==> config.mk <==
export PLATFORM = sky130hd
export DESIGN_NAME = fstm_ctrl
export DESIGN_NICKNAME = d
export VERILOG_FILES = /design/src/rtl/fstm_pkg.sv /design/src/rtl/fstm_ctrl.sv
export SDC_FILE = /design/constraint.sdc
export NUM_CORES = 1
export LEC_CHECK = 0
export BUFFER_PORTS_ARGS = -buffer_cell sky130_fd_sc_hd__buf_4
export CAP_MARGIN = 30
export CORE_ASPECT_RATIO = 1.25
export CORE_MARGIN = 2
export CORE_UTILIZATION = 45
export CTS_CLUSTER_DIAMETER = 120
export DETAILED_ROUTE_END_ITERATION = 7
export PLACE_DENSITY_LB_ADDON = 0.25
export SKIP_LAST_GASP = 1
export SLEW_MARGIN = 20
export SYNTH_ARGS = -nofsm -noshare
export SYNTH_HDL_FRONTEND = slang
export SYNTH_SLANG_ARGS = --single-unit
==> constraint.sdc <==
create_clock -name clk -period 5.18 [get_ports clk]
set_input_delay 0.777 -clock clk [delete_from_list [all_inputs] [get_ports clk]]
set_output_delay 0.777 -clock clk [all_outputs]
set_load 0.005 [all_outputs]
==> src/rtl/fstm_pkg.sv <==
`timescale 1ns / 1ps
// ---------------------------------------------------------------------------
// fstm_pkg
// shared types, constants and helpers of the flat span texture mapper
// ---------------------------------------------------------------------------
package fstm_pkg;

    localparam int LANES    = 8;
    localparam int LANE_W   = 3;
    localparam int LEN_W    = 11;
    localparam int COORD_W  = 10;
    localparam int SCREEN_W = 11;
    localparam int POS_W    = 32;
    localparam int TEX_AW   = 12;
    localparam int SHADE_AW = 8;
    localparam int PIX_W    = 8;
    localparam int CNT_W    = 4;
    localparam int CFG_IW   = 2;

    typedef enum logic [1:0] {
        OP_LOAD_TEXEL = 2'd0,
        OP_LOAD_SHADE = 2'd1,
        OP_DRAW       = 2'd2,
        OP_UNUSED     = 2'd3
    } op_t;

    typedef enum logic [CFG_IW-1:0] {
        CFG_WINDOW_LEFT = 2'd0,
        CFG_WINDOW_TOP  = 2'd1,
        CFG_BYPASS      = 2'd2,
        CFG_NONE        = 2'd3
    } cfg_index_t;

    typedef struct packed {
        logic              accept;
        logic              issue;
        logic [LANE_W-1:0] lane;
        logic              group_end;
        logic              span_last;
    } ctrl_cmd_t;

    typedef struct packed {
        logic             draw_ok;
        logic [LEN_W-1:0] span_len;
    } dp_status_t;

    // u integer.fraction bits to the top half, v to the bottom half, 6.10 each
    function automatic logic [POS_W-1:0] pack_pair(input logic [31:0] u,
                                                    input logic [31:0] v);
        return {u[21:6], v[21:6]};
    endfunction

    // texel address v*64+u from the packed position
    function automatic logic [TEX_AW-1:0] texel_spot(input logic [POS_W-1:0] pos);
        return {pos[15:10], pos[31:26]};
    endfunction

endpackage

==> src/rtl/fstm_ctrl.sv <==
`timescale 1ns / 1ps
// ---------------------------------------------------------------------------
// fstm_ctrl
// sequencer: accepts items, walks the pixels of a span, drains the pipeline
// ---------------------------------------------------------------------------
module fstm_ctrl (
    input  logic                   clk,
    input  logic                   rst_n,
    input  logic                   start,
    output logic                   busy,
    input  fstm_pkg::dp_status_t   status,
    output fstm_pkg::ctrl_cmd_t    cmd
);

    import fstm_pkg::*;

    typedef enum logic [1:0] {
        ST_IDLE,
        ST_RUN,
        ST_DRAIN
    } state_t;

    localparam logic [1:0] DRAIN_CYCLES = 2'd3;

    state_t           state_reg, state_next;
    logic [LEN_W-1:0] len_reg, len_next;
    logic [LEN_W-1:0] done_reg, done_next;
    logic [1:0]       drain_reg, drain_next;
    logic             accept;
    logic             final_pixel;

    assign busy        = (state_reg != ST_IDLE);
    assign accept      = start && !busy;
    assign final_pixel = (done_reg == len_reg - LEN_W'(1));

    always_comb
    begin
        cmd.accept    = accept;
        cmd.issue     = (state_reg == ST_RUN);
        cmd.lane      = done_reg[LANE_W-1:0];
        cmd.span_last = final_pixel;
        cmd.group_end = final_pixel || (done_reg[LANE_W-1:0] == LANE_W'(LANES - 1));
    end

    always_comb
    begin
        state_next = state_reg;
        len_next   = len_reg;
        done_next  = done_reg;
        drain_next = drain_reg;
        case (state_reg)
            ST_IDLE:
            begin
                if (accept && status.draw_ok)
                begin
                    state_next = ST_RUN;
                    len_next   = status.span_len;
                    done_next  = '0;
                end
            end
            ST_RUN:
            begin
                done_next = done_reg + LEN_W'(1);
                if (final_pixel)
                begin
                    state_next = ST_DRAIN;
                    drain_next = DRAIN_CYCLES;
                end
            end
            ST_DRAIN:
            begin
                drain_next = drain_reg - 2'd1;
                if (drain_reg == 2'd1)
                begin
                    state_next = ST_IDLE;
                end
            end
            default:
            begin
                state_next = ST_IDLE;
            end
        endcase
    end

    always_ff @(posedge clk or negedge rst_n)
    begin
        if (!rst_n)
        begin
            state_reg <= ST_IDLE;
            len_reg   <= '0;
            done_reg  <= '0;
            drain_reg <= '0;
        end
        else
        begin
            state_reg <= state_next;
            len_reg   <= len_next;
            done_reg  <= done_next;
            drain_reg <= drain_next;
        end
    end

    a_run_in_range: assert property (@(posedge clk) disable iff (!rst_n)
        state_reg == ST_RUN |-> done_reg < len_reg)
        else $error("pixel counter past span length");

    a_last_to_drain: assert property (@(posedge clk) disable iff (!rst_n)
        cmd.issue && cmd.span_last |=> state_reg == ST_DRAIN)
        else $error("final pixel not followed by drain");

    a_draw_len_nonzero: assert property (@(posedge clk) disable iff (!rst_n)
        accept && status.draw_ok |-> status.span_len != '0)
        else $error("draw accepted with empty span");

endmodule

* Word-level counts from Yosys, hierarchy flattened *
Cells that the tools add are included.

storage, ports and cells
  register bits after elaboration = 26
  output and inout bits = 8
  bits of input ports = 15
  logic and storage cells = 35

cells by class
  equality and inequality tests = 8
  multiplexer cells = 8
  add/subtract/negate cells = 3
  reduce and logical (&&, ||, !) cells = 12

operator list
  kind                   number
  $pmux 11 s2            1
  $add 11x1->11 const B  1
  $eq 11x11->1           1
  $mux 11                1
  $sub 11x1->11 const B  1
  $mux 2                 4
  $pmux 2 s3             1
  $reduce_and 2->1       3
  $reduce_bool 2->1      3
  $eq 2x1->1 const B     2
  $ne 2x2->1 const B     2
  $pmux 2 s2             1
  $eq 3x3->1 const B     1
  $reduce_and 3->1       1
  $eq 2x2->1 const B     1
  $logic_and 1x1->1      2
  $logic_not 2->1        1
  $ne 2x1->1 const B     1
  $sub 2x1->2 const B    1
  $logic_not 1->1        1
  $logic_or 1x1->1       1

* Depth between registers and ports, before layout *
  word-level depth = 6
  gate-level depth with buffers = 9
  gate-level depth less buffers = 8

* Worst setup path before layout *
Ideal clock, no wire load.

  path kind = register to output
  start point = reg len_reg[0]
  end point = out cmd[0] (netlist bit)
  slack = 2.405 ns
  cell stages (with the launch flop) = 10
  arrival time = 1.998 ns
  required time = 4.403 ns
  buffers on the path = 1
  cell sequence = dfrtp_1 -> inv_1 -> ha_1 -> nand2b_4 -> or4_1 -> xnor2_1 -> nor4_2 -> o2111ai_2 -> inv_1 -> buf_4

between the ends
  cells in the longest elaborated chain, start to end = 2

ends and longest elaborated chain
  what                    line             source
  from (decl)             fstm_ctrl.sv:26  logic [LEN_W-1:0] len_reg, len_next;
  from (signal assigned)  fstm_ctrl.sv:97  len_reg <= len_next;
  $sub 11x1->11           fstm_ctrl.sv:34  assign final_pixel = (done_reg == len_reg - LEN_W'(1));
  $eq 11x11->1            fstm_ctrl.sv:34
  to (decl)               fstm_ctrl.sv:12  output fstm_pkg::ctrl_cmd_t cmd

No other way between the ends.

==> results.json <==
{
  "clockRootBuffer": "clkbuf_8",
  "final_util_pct": 51.7,
  "insertion_delay_ns": 0.27,
  "synthToLayoutAreaGrowth_pct": 11.7,
  "post_cts_buffers": 0,
  "synth_cells": 185,
  "setup_viol": 0,
  "synth-seq-area-share_pct": 40.7,
  "hold_buffers": 0,
  "slowest_delay_ns": 0.43,
  "critPathCaptureType": "output pin",
  "yosys.area.top_type": "dfrtp_1",
  "power_density_nw_per_um2": 555,
  "gr-total-overflow": 0,
  "start_util_pct": 46.3,
  "worst_pin_slew_ns": 0.614,
  "critPathMaxFanout": 6,
  "status": "finished clean",
  "synth-edff-count": 0,
  "cts.clk_slew.worst_paths_ns": 0.09,
  "clock-sinks": 26,
  "hold_viol_final": 0,
  "synth_top_flop_cell": "dfrtp_1",
  "drc": 0,
  "preCtsSetupSlack_ns": 2.17,
  "syn_area_um2": 1600,
  "p_leak_nw": 0.816,
  "wl_per_cell_um": 13.4,
  "ios": 23,
  "rsz0062_at_grt": "no",
  "vias_per_cell": 5.51,
  "timing.hold.ws_ns": 0.388,
  "syn-num-nets": 204,
  "numPortBuffers": 22,
  "drv_cap": 0,
  "peakVddDrop_v": 0.000312,
  "synth_cell_type_count": 43,
  "die_x_um": 57.3,
  "cp-start-kind": "register",
  "min_path_type": "primary input to asynchronous set/reset pin",
  "arrival_ns": 2.50,
  "grt_pass1_vias": 1320,
  "cts_tree": "done",
  "clock_skew_ns": 0.00432,
  "slew_violations": 0,
  "htreeDepth": 1,
  "min_period_over_period_pct": 63.2,
  "grt_antenna_before_repair": 0,
  "synth_warnings": 0,
  "drt_first_pass_iters": 6,
  "synth_area_leaders": "dfrtp_1 (41%), nand2_1 (9.6%), o21ai_0 (5.3%)",
  "drive_above_1_share_pct": 17.3,
  "worst_slack_ns": 1.91,
  "die_h_um": 70.6,
  "cts_resized": 0,
  "ant_nets": 0,
  "fin_crit_ns": 3.27,
  "n_antenna_cell": 0,
  "fmax_mhz": 305,
  "drt-total-wl_mm": 3.14,
  "critPathKind": "register to output pin",
  "final_nets": 216,
  "vias": 1294,
  "r2r_start": "len_reg[0]",
  "cp.required_ns": 4.40,
  "gp_congestion": 0.812,
  "grt_usage_pct": 18.4,
  "r2r_slack_ns": 2.86,
  "first_iter_violations": 28,
  "synth.avg_cell_area_um2": 8.64,
  "critPathSlowestCell": "dfrtp_1",
  "core_area_um2": 3450,
  "power.total_mw": 0.990,
  "synth-seq-cells": 26,
  "synth_top_area_share_pct": 40.7,
  "async_flop_share_pct": 100,
  "clockBufferDepth": 2,
  "hpwlAfterDp_mm": 2.38,
  "cp_cell_sequence": "inv_1 -> ha_1 -> nand2b_4 -> or4_1 -> xnor2_1 -> nor4_2 -> o2111ai_2 -> nand2b_1 -> buf_4",
  "grt_start_max_net_pins": 27,
  "cts_buffers": 3,
  "r2r_end": "state_reg[0]",
  "row_count": 24,
  "die-area_um2": 4050,
  "fin_tns_setup_ns": 0,
  "worst-r2r-cell-count": 8,
  "slew_headroom_pct": 59.1,
  "grt_pass1_wl_mm": 5.90
}
cell type report:
cell class	instances	area [µm²]
fillers	335	1670
multi-input cells	136	835
flip-flops and latches	26	651
repair buffers	22	165
clock buffers	4	55.1
well taps	39	48.8
inverters	8	30.0
cell families after synthesis:
group,count (synthesis),synth area share (%)
buf+inv,23,7.05
fa+ha+maj,4,3.13
xor+xnor,11,6.03
flops,26,40.7
compound gates,44,17.8
simple gates,77,25.3
cells in the mapped netlist, types with 2 or more instances:
master and number:
inv_1 7, xnor2_1 3, nand2b_1 4, ha_1 4
o21ai_0 17, a31oi_1 4, nand3_1 5, dfrtp_1 26
buf_4 6, a21o_1 2, xor2_1 8, clkbuf_1 5
a21oi_1 2, nand2_1 41, nor2_1 5, o31ai_1 4
nor3_1 3, nand4_1 5, o211ai_1 3, o21ai_1 5
nor2b_1 2, buf_2 3
layer usage:
layer | track usage [%] | up-vias | share of wire (%)
li1 | - | 662 | -
met1 | 23.4 | 605 | 43
met2 | 30.8 | 23 | 52
met3 | 2.01 | 4 | 2.9
met5 | 0 | - | 0
met4 | 9.04 | 0 | 2.0
worst max-delay path by stage:
stage	start	end	slack, ns	depth (start not counted)
final	len_reg[0]	cmd[1]	1.91	9
after global routing	len_reg[0]	cmd[1]	1.64	9
after floorplan	len_reg[0]	cmd[0]	2.41	9
after detailed placement	len_reg[0]	cmd[1]	2.17	9
after CTS	len_reg[0]	cmd[1]	1.86	9
after global placement	len_reg[0]	cmd[1]	2.25	9
worst max-delay path: cells and delay by family, from the launching register on:
| family | cells | cell delay (ns) |
|---|---|---|
| XOR/XNOR | 1 | 0.16 |
| AO/OA/AOI/OAI | 1 | 0.25 |
| flip-flops | 1 | 0.43 |
| buffers and inverters | 2 | 0.20 |
| AND/OR/NAND/NOR | 4 | 0.96 |
| adder cells (fa/ha/maj) | 1 | 0.23 |
cells in the final DEF (no fill, tap or decap), drive strengths merged, types with 2 or more instances in the layout:
cell type and n:
nand2b 5, nor3 4, a21o 2, xor2 8, nor4 3, nand2 41, xnor2 3, o211ai 3
nor2 5, nand3 5, o21ai 22, o31ai 4, inv 8, a21oi 2, a31oi 4, ha 4
nor2b 2, nand4 5, nor3b 2, clkbuf 4, buf 22, dfrtp 26
per-stage QoR:
| step | cells | cell area [µm²] |
|---|---|---|
| 5_1_grt | 235 | 1780 |
| 6_report | 235 | 1780 |
| 2_1_floorplan | 185 | 1600 |
| 4_1_cts | 235 | 1780 |
| 3_5_place_dp | 231 | 1730 |
| 3_3_place_gp | 231 | 1730 |
power breakdown:
group,switching [mW],internal (mW)
clock,0.0646,0.0680
sequential,0.128,0.284
combinational,0.233,0.212
(Power assumes the default switching activity.)
